===== src/sv/rrb_pkg.sv =====
package rrb_pkg;

	localparam int CFG_IDX_W  = 3;
	localparam int CFG_DATA_W = 27;
	localparam int MUL_W      = 33;
	localparam int PROD_W     = 2 * MUL_W;

	typedef enum logic [CFG_IDX_W-1:0] {
		REG_ICPT_CAP   = 3'd0,
		REG_INFIL_COEF = 3'd1,
		REG_INFIL_SHP  = 3'd2,
		REG_SOIL_CAP   = 3'd3,
		REG_IFLOW_FRAC = 3'd4,
		REG_RECH_FRAC  = 3'd5,
		REG_BASE_FRAC  = 3'd6
	} reg_idx_t;

	localparam logic [19:0] RST_ICPT_CAP   = 20'd98304;
	localparam logic [25:0] RST_INFIL_COEF = 26'd13107200;
	localparam logic [20:0] RST_INFIL_SHP  = 21'd196608;
	localparam logic [26:0] RST_SOIL_CAP   = 27'd19660800;
	localparam logic [16:0] RST_IFLOW_FRAC = 17'd32768;
	localparam logic [16:0] RST_RECH_FRAC  = 17'd6554;
	localparam logic [16:0] RST_BASE_FRAC  = 17'd6554;

	localparam logic [27:0] MAX28 = 28'hFFFFFFF;
	localparam logic [31:0] MAX32 = 32'hFFFFFFFF;

	typedef struct packed {
		logic [25:0] rain;
		logic [25:0] potential_evap;
	} in_t;

	typedef struct packed {
		logic [31:0] total_runoff;
		logic [26:0] total_evap;
		logic [25:0] interception;
		logic [25:0] throughfall;
		logic [25:0] infiltration;
		logic [25:0] direct_runoff;
		logic [25:0] interflow;
		logic [27:0] recharge;
		logic [26:0] soil_moisture_out;
		logic [31:0] groundwater_out;
		logic [25:0] soil_evap;
		logic [31:0] baseflow;
	} out_t;

	typedef enum logic [4:0] {
		OP_NONE, OP_LOAD, OP_FIRST, OP_PREP, OP_RDIV, OP_XMUL, OP_EXPA, OP_EXPB,
		OP_EXPC, OP_EXPD, OP_EXPE, OP_EXPF, OP_LIMM, OP_INFIL, OP_AMUL, OP_INTER,
		OP_BMUL, OP_RECH, OP_SOIL, OP_ET, OP_GMUL, OP_BASE, OP_EMIT
	} op_t;

	typedef enum logic [4:0] {
		ST_IDLE, ST_FIRST, ST_PREP, ST_DIV1, ST_RDIV, ST_XMUL, ST_EXPA, ST_EXPB,
		ST_EXPC, ST_EXPD, ST_EXPE, ST_EXPF, ST_LIMM, ST_INFIL, ST_AMUL, ST_INTER,
		ST_BMUL, ST_RECH, ST_SOIL, ST_DIV2, ST_ET, ST_GMUL, ST_BASE, ST_DONE
	} state_t;

	typedef struct packed {
		op_t op;
	} cmd_t;

	typedef struct packed {
		logic first;
		logic cap_zero;
		logic div_done;
		logic out_free;
	} status_t;

endpackage


===== src/sv/rrb_ctrl.sv =====
module rrb_ctrl (
	input  logic             clk,
	input  logic             arst_n,
	input  logic             in_valid,
	output logic             in_stall,
	input  rrb_pkg::status_t status,
	output rrb_pkg::cmd_t    cmd
);
	import rrb_pkg::*;

	state_t state_q;
	state_t state_d;

	always_ff @(posedge clk or negedge arst_n) begin
		if (!arst_n) begin
			state_q <= ST_IDLE;
		end else begin
			state_q <= state_d;
		end
	end

	always_comb begin
		state_d = state_q;
		unique case (state_q)
			ST_IDLE: begin
				if (in_valid) state_d = status.first ? ST_FIRST : ST_PREP;
			end
			ST_FIRST: state_d = ST_DONE;
			ST_PREP:  state_d = status.cap_zero ? ST_XMUL : ST_DIV1;
			ST_DIV1: begin
				if (status.div_done) state_d = ST_RDIV;
			end
			ST_RDIV:  state_d = ST_XMUL;
			ST_XMUL:  state_d = ST_EXPA;
			ST_EXPA:  state_d = ST_EXPB;
			ST_EXPB:  state_d = ST_EXPC;
			ST_EXPC:  state_d = ST_EXPD;
			ST_EXPD:  state_d = ST_EXPE;
			ST_EXPE:  state_d = ST_EXPF;
			ST_EXPF:  state_d = ST_LIMM;
			ST_LIMM:  state_d = ST_INFIL;
			ST_INFIL: state_d = ST_AMUL;
			ST_AMUL:  state_d = ST_INTER;
			ST_INTER: state_d = ST_BMUL;
			ST_BMUL:  state_d = ST_RECH;
			ST_RECH:  state_d = ST_SOIL;
			ST_SOIL:  state_d = status.cap_zero ? ST_ET : ST_DIV2;
			ST_DIV2: begin
				if (status.div_done) state_d = ST_ET;
			end
			ST_ET:    state_d = ST_GMUL;
			ST_GMUL:  state_d = ST_BASE;
			ST_BASE:  state_d = ST_DONE;
			ST_DONE: begin
				if (status.out_free) state_d = ST_IDLE;
			end
			default:  state_d = ST_IDLE;
		endcase
	end

	always_comb begin
		cmd.op   = OP_NONE;
		in_stall = state_q != ST_IDLE;
		unique case (state_q)
			ST_IDLE: begin
				if (in_valid) cmd.op = OP_LOAD;
			end
			ST_FIRST: cmd.op = OP_FIRST;
			ST_PREP:  cmd.op = OP_PREP;
			ST_RDIV:  cmd.op = OP_RDIV;
			ST_XMUL:  cmd.op = OP_XMUL;
			ST_EXPA:  cmd.op = OP_EXPA;
			ST_EXPB:  cmd.op = OP_EXPB;
			ST_EXPC:  cmd.op = OP_EXPC;
			ST_EXPD:  cmd.op = OP_EXPD;
			ST_EXPE:  cmd.op = OP_EXPE;
			ST_EXPF:  cmd.op = OP_EXPF;
			ST_LIMM:  cmd.op = OP_LIMM;
			ST_INFIL: cmd.op = OP_INFIL;
			ST_AMUL:  cmd.op = OP_AMUL;
			ST_INTER: cmd.op = OP_INTER;
			ST_BMUL:  cmd.op = OP_BMUL;
			ST_RECH:  cmd.op = OP_RECH;
			ST_SOIL:  cmd.op = OP_SOIL;
			ST_ET:    cmd.op = OP_ET;
			ST_GMUL:  cmd.op = OP_GMUL;
			ST_BASE:  cmd.op = OP_BASE;
			ST_DONE: begin
				if (status.out_free) cmd.op = OP_EMIT;
			end
			default:  cmd.op = OP_NONE;
		endcase
	end

endmodule


===== config.mk =====
export PLATFORM = sky130hd
export DESIGN_NAME = rrb_ctrl
export DESIGN_NICKNAME = d
export VERILOG_FILES = /design/src/sv/rrb_pkg.sv /design/src/sv/rrb_ctrl.sv
export SDC_FILE = /design/constraint.sdc
export NUM_CORES = 1
export LEC_CHECK = 0
export BUFFER_PORTS_ARGS = -buffer_cell sky130_fd_sc_hd__buf_4
export CORE_AREA = 2 2 39 41
export CTS_CLUSTER_DIAMETER = 60
export DETAILED_ROUTE_END_ITERATION = 7
export DIE_AREA = 0 0 41 43
export GPL_TIMING_DRIVEN = 0
export PLACE_DENSITY = 0.69
export SLEW_MARGIN = 20
export SYNTH_ARGS = -nofsm -noshare
export SYNTH_HDL_FRONTEND = slang
export SYNTH_SLANG_ARGS = --single-unit

===== constraint.sdc =====
create_clock -name clk -period 3.7 [get_ports clk]
set_clock_uncertainty 0.15 [all_clocks]
set_input_delay 0.37 -clock clk [delete_from_list [all_inputs] [get_ports clk]]
set_output_delay 0.37 -clock clk [all_outputs]
set_load 0.01 [all_outputs]

Yosys cells after proc, flatten, opt, wreduce, memory -nomap -nowiden. Index checks and enable logic that the tools add are counted.

Input port bits: 7. Register bits: 5. Output and inout bits: 6.

Equality and inequality tests: 27. Mux-type cells: 11. Reductions and logical operators: 4.

Operators by type and width (number): case mux 5 bit (23 select lines) (1); case mux 5 bit (22 select lines) (1); == test 5 x 4 -> 1 bit (second input constant) (8); == test 5 bit (second input constant) (8); 2-to-1 mux 5 bit (5); == test 5 x 3 -> 1 bit (second input constant) (4); == test 5 x 2 -> 1 bit (second input constant) (2); != test 2 bit (second input constant) (4); 2-to-1 mux 3 bit (2); == test 5 x 1 -> 1 bit (second input constant) (1); zero test 5 bit (1); nonzero test 5 bit (1); AND reduction 4 bit (1); 2-to-1 mux 2 bit (1); OR reduction 2 bit (1); 2-to-1 mux 1 bit (1).

Longest topological paths before layout. Gate-level depths: netlist of run 1.

Depth in word-level cells: 3. Mapped depth: 6. Depth with buffers taken out: 4.

Worst setup path before layout of run 1. OpenSTA, ideal clock, no wires.

Path type: register -> output. From: register state_q[2]. To: output port cmd[1] (netlist name). Path slack: 1.979 ns. Path buffers: 2. Required time: 3.180 ns. Arrival time: 1.201 ns. Cell stages (with the launch flop): 6. Cells stage by stage: dfrtp_1 -> buf_6 -> buf_2 -> o311ai_1 -> o21ai_0 -> o32ai_1.

RTL lines: from (decl) (line rrb_ctrl.sv:11) `state_t state_q;`; from (signal assigned) (line rrb_ctrl.sv:18) `state_q <= state_d;`; to (decl) (line rrb_ctrl.sv:7) `output rrb_pkg::cmd_t cmd`.

==> results.cfg, run 1 <==
[outcome]
status = finished, final reports clean

[cts]
clock_path_buffers = 2
cts_buffers = 3
htreeDepth = 1
clk_pin_slew_worst_paths_ns = 0.04
cts.sinks = 5
post_cts_resize_count = 0
cts_tree = done
clock_latency_ns = 0.24
root_buffer = clkbuf_4

[layout]
diodes = 0
drive_gt1_share_pct = 31.6
syn2layout_area_growth_pct = 23.9
reg_top3 = state_q: 5 flops
fin_util_pct = 54.8
nFillCells = 139
largest_register_ffs = 5
top_register = state_q
final_nets = 103
multi_input_area_um2 = 420
layout.area.seq_um2 = 125

[global_route]
grt_pass1_wl_mm = 2.73
globalRouteMet1Util_pct = 31.7
grt-ovfl-total = 0
gr-usage-all-layers_pct = 21.8
grt_pass1_vias = 606
use_met3_pct = 4.71
globalRoute.busiestLayer = met2
grt_start_max_net_pins = 11
grt_antenna_before_repair = 0
grt_use_met2_pct = 33.4

[sta]
tightest_slew_ns = 0.427
finalMaxSlewViolations = 0
timing.hold.ws_ns = 0.337
rsz0062_at_grt = no
hold_viol = 0
setup_viol = 0
fmax_ghz = 0.464
tns_ns = 0
period_share_pct = 58.2
period_needed_ns = 2.15
relSlewSlack_pct = 71.5

[synthesis]
ys_seq_area_share_pct = 20.4
synth_area_leaders = dfrtp_1 20%, o21ai_0 5.7%, a21oi_1 4.9%
ys_warn_count = 0
synthTopCellsByCount = 8 x nor2_1, 7 x o21ai_0, 6 x a21oi_1
synth_ff_type = dfrtp_1
synth_async_sr_flop_share_pct = 100
synthCells = 78
ys_ff_latch = 5
yosysTopAreaCellShare_pct = 20.4
synth_top_area_cell = dfrtp_1
syn_avg_cell_area_um2 = 7.84
synth_area_um2 = 612
synth_edf_count = 0
syn-num-nets = 85
yosysUniqueCellTypes = 39
synth_most_common_cell = nor2_1

[routing]
routedWlPerCell_um = 14.3
vias = 668
first_pass_iters = 4
routed_wl_mm = 1.59
ant_nets = 0
drc = 0
via_per_inst = 6.02
first_iter_violations = 24

[floorplanning]
die_h_um = 43
num_rows = 14
dieArea_um2 = 1760
die_x_um = 41
io_pins = 13
initial_core_util_pct = 44.2
core_area_um2 = 1380

[critical_path]
crit_arrival_ns = 1.63
crit_path_max_fanout = 10
criticalPathCategory = register to output pin
crit_required_ns = 3.18
cp-start-kind = register
end_kind = output pin

[place]
place.gp.congestion = 0.821
portBuffers = 12
hpwlAfterDp_mm = 1.15

[power_and_ir_drop]
power_uw = 737
p_leak_uw = 0.000326
power_density_nw_per_um2 = 971
ir_drop_uv = 412

[min_path]
hold_path_class = primary input to async pin

[flow_run]
cap_violations = 0
## final cells by class
class	count	area share (%)
Multi-Input combinational cell	62	55.4
Sequential cell	5	16.5
Timing Repair Buffer	13	13.2
Buffer	7	6.77
Clock buffer	4	3.47
Tap cell	16	2.64
Inverter	4	1.98
## cells by family (layout without fill, tap and decap cells)
| family | count (synthesis) | in the layout | share of synthesized area, % |
|---|---|---|---|
| simple gates | 24 | 24 | 22.1 |
| xor+xnor | 1 | 1 | 1.43 |
| compound gates | 33 | 33 | 37.8 |
| mux | 4 | 4 | 7.36 |
| flops | 5 | 5 | 20.4 |
| buf+inv | 11 | 28 | 10.8 |
## metrics by stage
| step | std cells | area, um^2 | setup WS [ns] |
|---|---|---|---|
| 2_1_floorplan | 78 | 612 | 1.98 |
| 3_3_place_gp | 106 | 722 | 1.81 |
| 3_5_place_dp | 106 | 722 | 1.84 |
| 4_1_cts | 111 | 758 | 1.55 |
| 5_1_grt | 111 | 758 | 1.41 |
| 6_report | 111 | 758 | 1.55 |
## report_power, final
part	internal, uW	switching (uW)
registers	82.4	37.3
clock network	40.7	21.5
logic	253	302
## worst paths after layout
path	startpoint	to	slack (ns)	cells after the start
worst max-delay path	state_q[2]	cmd[1]	1.55	6
worst min-delay path	arst_n	state_q[2]	0.34	2
worst max register to register	state_q[1]	state_q[4]	2.01	4
worst min register to register	state_q[0]	state_q[0]	0.62	2
max in group asynchronous	arst_n	state_q[3]	2.96	2
min in group clk	status[0]	state_q[2]	0.39	3
## what timing repair did
| item | CTS | global route |
|---|---|---|
| buffers inserted | 0 | 0 |
| hold buffers | 1 | 0 |
| endpoints found under the hold margin | 5 | 0 |
## worst max-delay path, stage by stage (launching register included)
cell      delay [ns]
dfrtp_1         0.36
buf_6           0.14
buf_2           0.18
o311ai_1        0.27
o21ai_0         0.13
o32ai_1         0.14
buf_4           0.17
## layer usage
metal,vias to the layer above,wire (um)
met5,-,0
met4,0,0
met3,0,97
met2,24,749
met1,315,745
li1,329,-
## cells in the final DEF, fill, tap and decap left out, drive strengths merged, types with 2 or more instances in the layout
| master | Yosys | layout |
|---|---|---|
| buf | 6 | 18 |
| nor2 | 8 | 8 |
| o21ai | 8 | 8 |
| a21oi | 6 | 6 |
| nand2 | 6 | 6 |
| dfrtp | 5 | 5 |
| clkbuf | 1 | 5 |
| a31oi | 4 | 4 |
| inv | 4 | 4 |
| mux2i | 3 | 3 |
| a21boi | 3 | 3 |
| o211ai | 2 | 2 |
| a21o | 2 | 2 |
| nor3 | 2 | 2 |
Power figures use the tool's default switching activity.
==> run 2: changes to the inputs <==
- ABC_AREA: unset -> 1
- CORE_AREA: 2 2 39 41 -> unset
- CORE_MARGIN: unset -> 2
- CORE_UTILIZATION: unset -> 47
- DIE_AREA: 0 0 41 43 -> unset
- PLACE_DENSITY: 0.69 -> 0.72
- clock period: 3.7 -> 1.8 ns (I/O delays scaled with it)
==> run 2 against run 1 <==
The flow now finishes with violations (negative setup slack). Cell count rose by 54%. Die area fell by 2.4%. Area after synthesis rose by 8.0%. Sequential share of layout area fell by 3.9 points. Critical path depth rose by 2.
==> results.cfg, run 2 <==
[outcome]
status = finished, violations left
violations = negative setup slack

[power_and_ir_drop]
power_density_nw_per_um2 = 2070
ir_drop_uv = 1210
p_leak_uw = 0.000577

[cts]
root_buffer = clkbuf_4
clock_path_buffers = 2
cts_buffers = 3
clock_latency_ns = 0.25
htreeDepth = 1
cts.sinks = 5
cts_tree = done
clk_pin_slew_worst_paths_ns = 0.05

[min_path]
hold_path_class = primary input to async pin

[routing]
routed_wl_mm = 2.19
drc = 0
ant_nets = 0
first_pass_iters = 6
via_per_inst = 5.40
first_iter_violations = 43
vias = 924
routedWlPerCell_um = 12.8

[synthesis]
ys_seq_area_share_pct = 18.9
yosysUniqueCellTypes = 19
synth_ff_type = dfrtp_1
yosysTopAreaCellShare_pct = 25.0
syn_avg_cell_area_um2 = 5.37
synthCells = 123
ys_warn_count = 0
synth_area_um2 = 661
synth_edf_count = 0
synth_area_leaders = nand2_1 25%, dfrtp_1 19%, nand3_1 9.8%
syn-num-nets = 130
synthTopCellsByCount = 44 x nand2_1, 17 x nor2_1, 15 x inv_1
ys_ff_latch = 5
synth_top_area_cell = nand2_1
synth_most_common_cell = nand2_1
synth_async_sr_flop_share_pct = 100

[sta]
relSlewSlack_pct = 84.5
hold_viol = 0
rsz0062_at_grt = yes
setup_viol = 5
fmax_ghz = 0.528
worst_slack_ns = -0.0930
finalMaxSlewViolations = 0
tightest_slew_ns = 0.232
period_share_pct = 105
period_needed_ns = 1.89

[floorplanning]
initial_core_util_pct = 50.8
core_area_um2 = 1300
die_x_um = 41.5
dieArea_um2 = 1720
num_rows = 13
die_h_um = 41.5
io_pins = 13

[layout]
layout_common_cells = 39 x nand2_1, 25 x buf_4, 13 x nand3_1
drive_gt1_share_pct = 42.9
final_nets = 164
reg_top3 = state_q: 5 flops
diodes = 0
syn2layout_area_growth_pct = 56.1
top_register = state_q
fin_cells = 171
largest_register_ffs = 5
final_common_cell = nand2_1

[critical_path]
rr_endpoint = state_q[1]
reg2reg_depth = 10
criticalPathCategory = register to output pin
crit_arrival_ns = 1.56
end_kind = output pin
crit_required_ns = 1.47
crit_path_max_fanout = 7
cp-startpoint = state_q[1]
worstReg2RegStart = state_q[3]
cp-start-kind = register
rrSetupSlack_ns = 0.19

[global_route]
grt_pass1_vias = 802
grt_start_max_net_pins = 11
grt_antenna_before_repair = 0
grt-ovfl-total = 0
grt_pass1_wl_mm = 3.46
gr-usage-all-layers_pct = 25.9

[place]
place.gp.congestion = 0.863
dp_cells = 150
portBuffers = 12
hpwlAfterDp_mm = 1.45
place_ws_ns = 0.0567

[flow_run]
cap_violations = 0
run 2: worst max path at each step:
stage                        end  slack, ns  depth (start not counted)
after floorplan           cmd[2]       0.32                          7
after CTS                 cmd[1]      -0.03                          8
after global routing      cmd[1]      -0.21                          8
after detailed placement  cmd[0]       0.06                          8
final                     cmd[1]      -0.09                          8
after global placement    cmd[0]       0.08                          8
run 2: logic make-up (layout without fill, tap and decap cells):
logic type             Yosys count  count (layout)  synth area share [%]
flip-flops                       5               5                  18.9
AO/OA/AOI/OAI                   14              14                  13.6
AND/OR/NAND/NOR                 85              85                  56.4
buffers and inverters           19              52                  11.0
run 2: final cells by class:
class / instances / area (um^2)
Buffer: 1 / 7.51
Clock buffer: 3 / 22.5
Tap cell: 15 / 18.8
Multi-Input combinational cell: 99 / 542
Inverter: 18 / 70.1
Sequential cell: 5 / 130
Clock inverter: 1 / 5.00
Timing Repair Buffer: 29 / 235
Fill cell: 96 / 270
run 2: power breakdown:
part	total, uW	switching [uW]	internal, uW
combinational	1690	965	724
clock	133	52.6	80.7
sequential	315	131	184
run 2: per-stage QoR:
stage	TNS, ns	util, %	hold WS (ns)	area (um^2)	total power, uW
global placement	0	59.1	-0.169	769	1530
finish	-0.255	79.2	0.113	1030	2140
global route	-0.798	79.2	0.127	1030	2340
floorplan	0	-	-0.266	661	1140
detailed placement	0	59.1	-0.166	769	1520
CTS	-0.138	72.4	0.110	942	1940
run 2: worst max-delay path, cell delays in order, from the launching register on:
cell	delay [ns]
dfrtp_2	0.48
inv_1	0.15
nand2_1	0.07
nor2_1	0.16
nand2_1	0.09
nand2_1	0.10
nor2_1	0.05
nand3_1	0.08
buf_4	0.12
run 2: repair_timing:
item,CTS,global route
buffers inserted,9,7
pin swaps,4,8
gates resized for setup,25,11
setup endpoints to repair,5,5
endpoints found under the hold margin,5,0
hold buffers,1,0
run 2: layer usage:
layer  routed length (um)  vias up  share of wire (%)  GRT usage [%]
li1                     -      467                  -              -
met1                  958      412                 44           36.5
met4                   14        0               0.64           12.9
met3                  127        2                5.8          0.870
met5                    0        -                  0              0
met2                 1090       43                 50           40.3
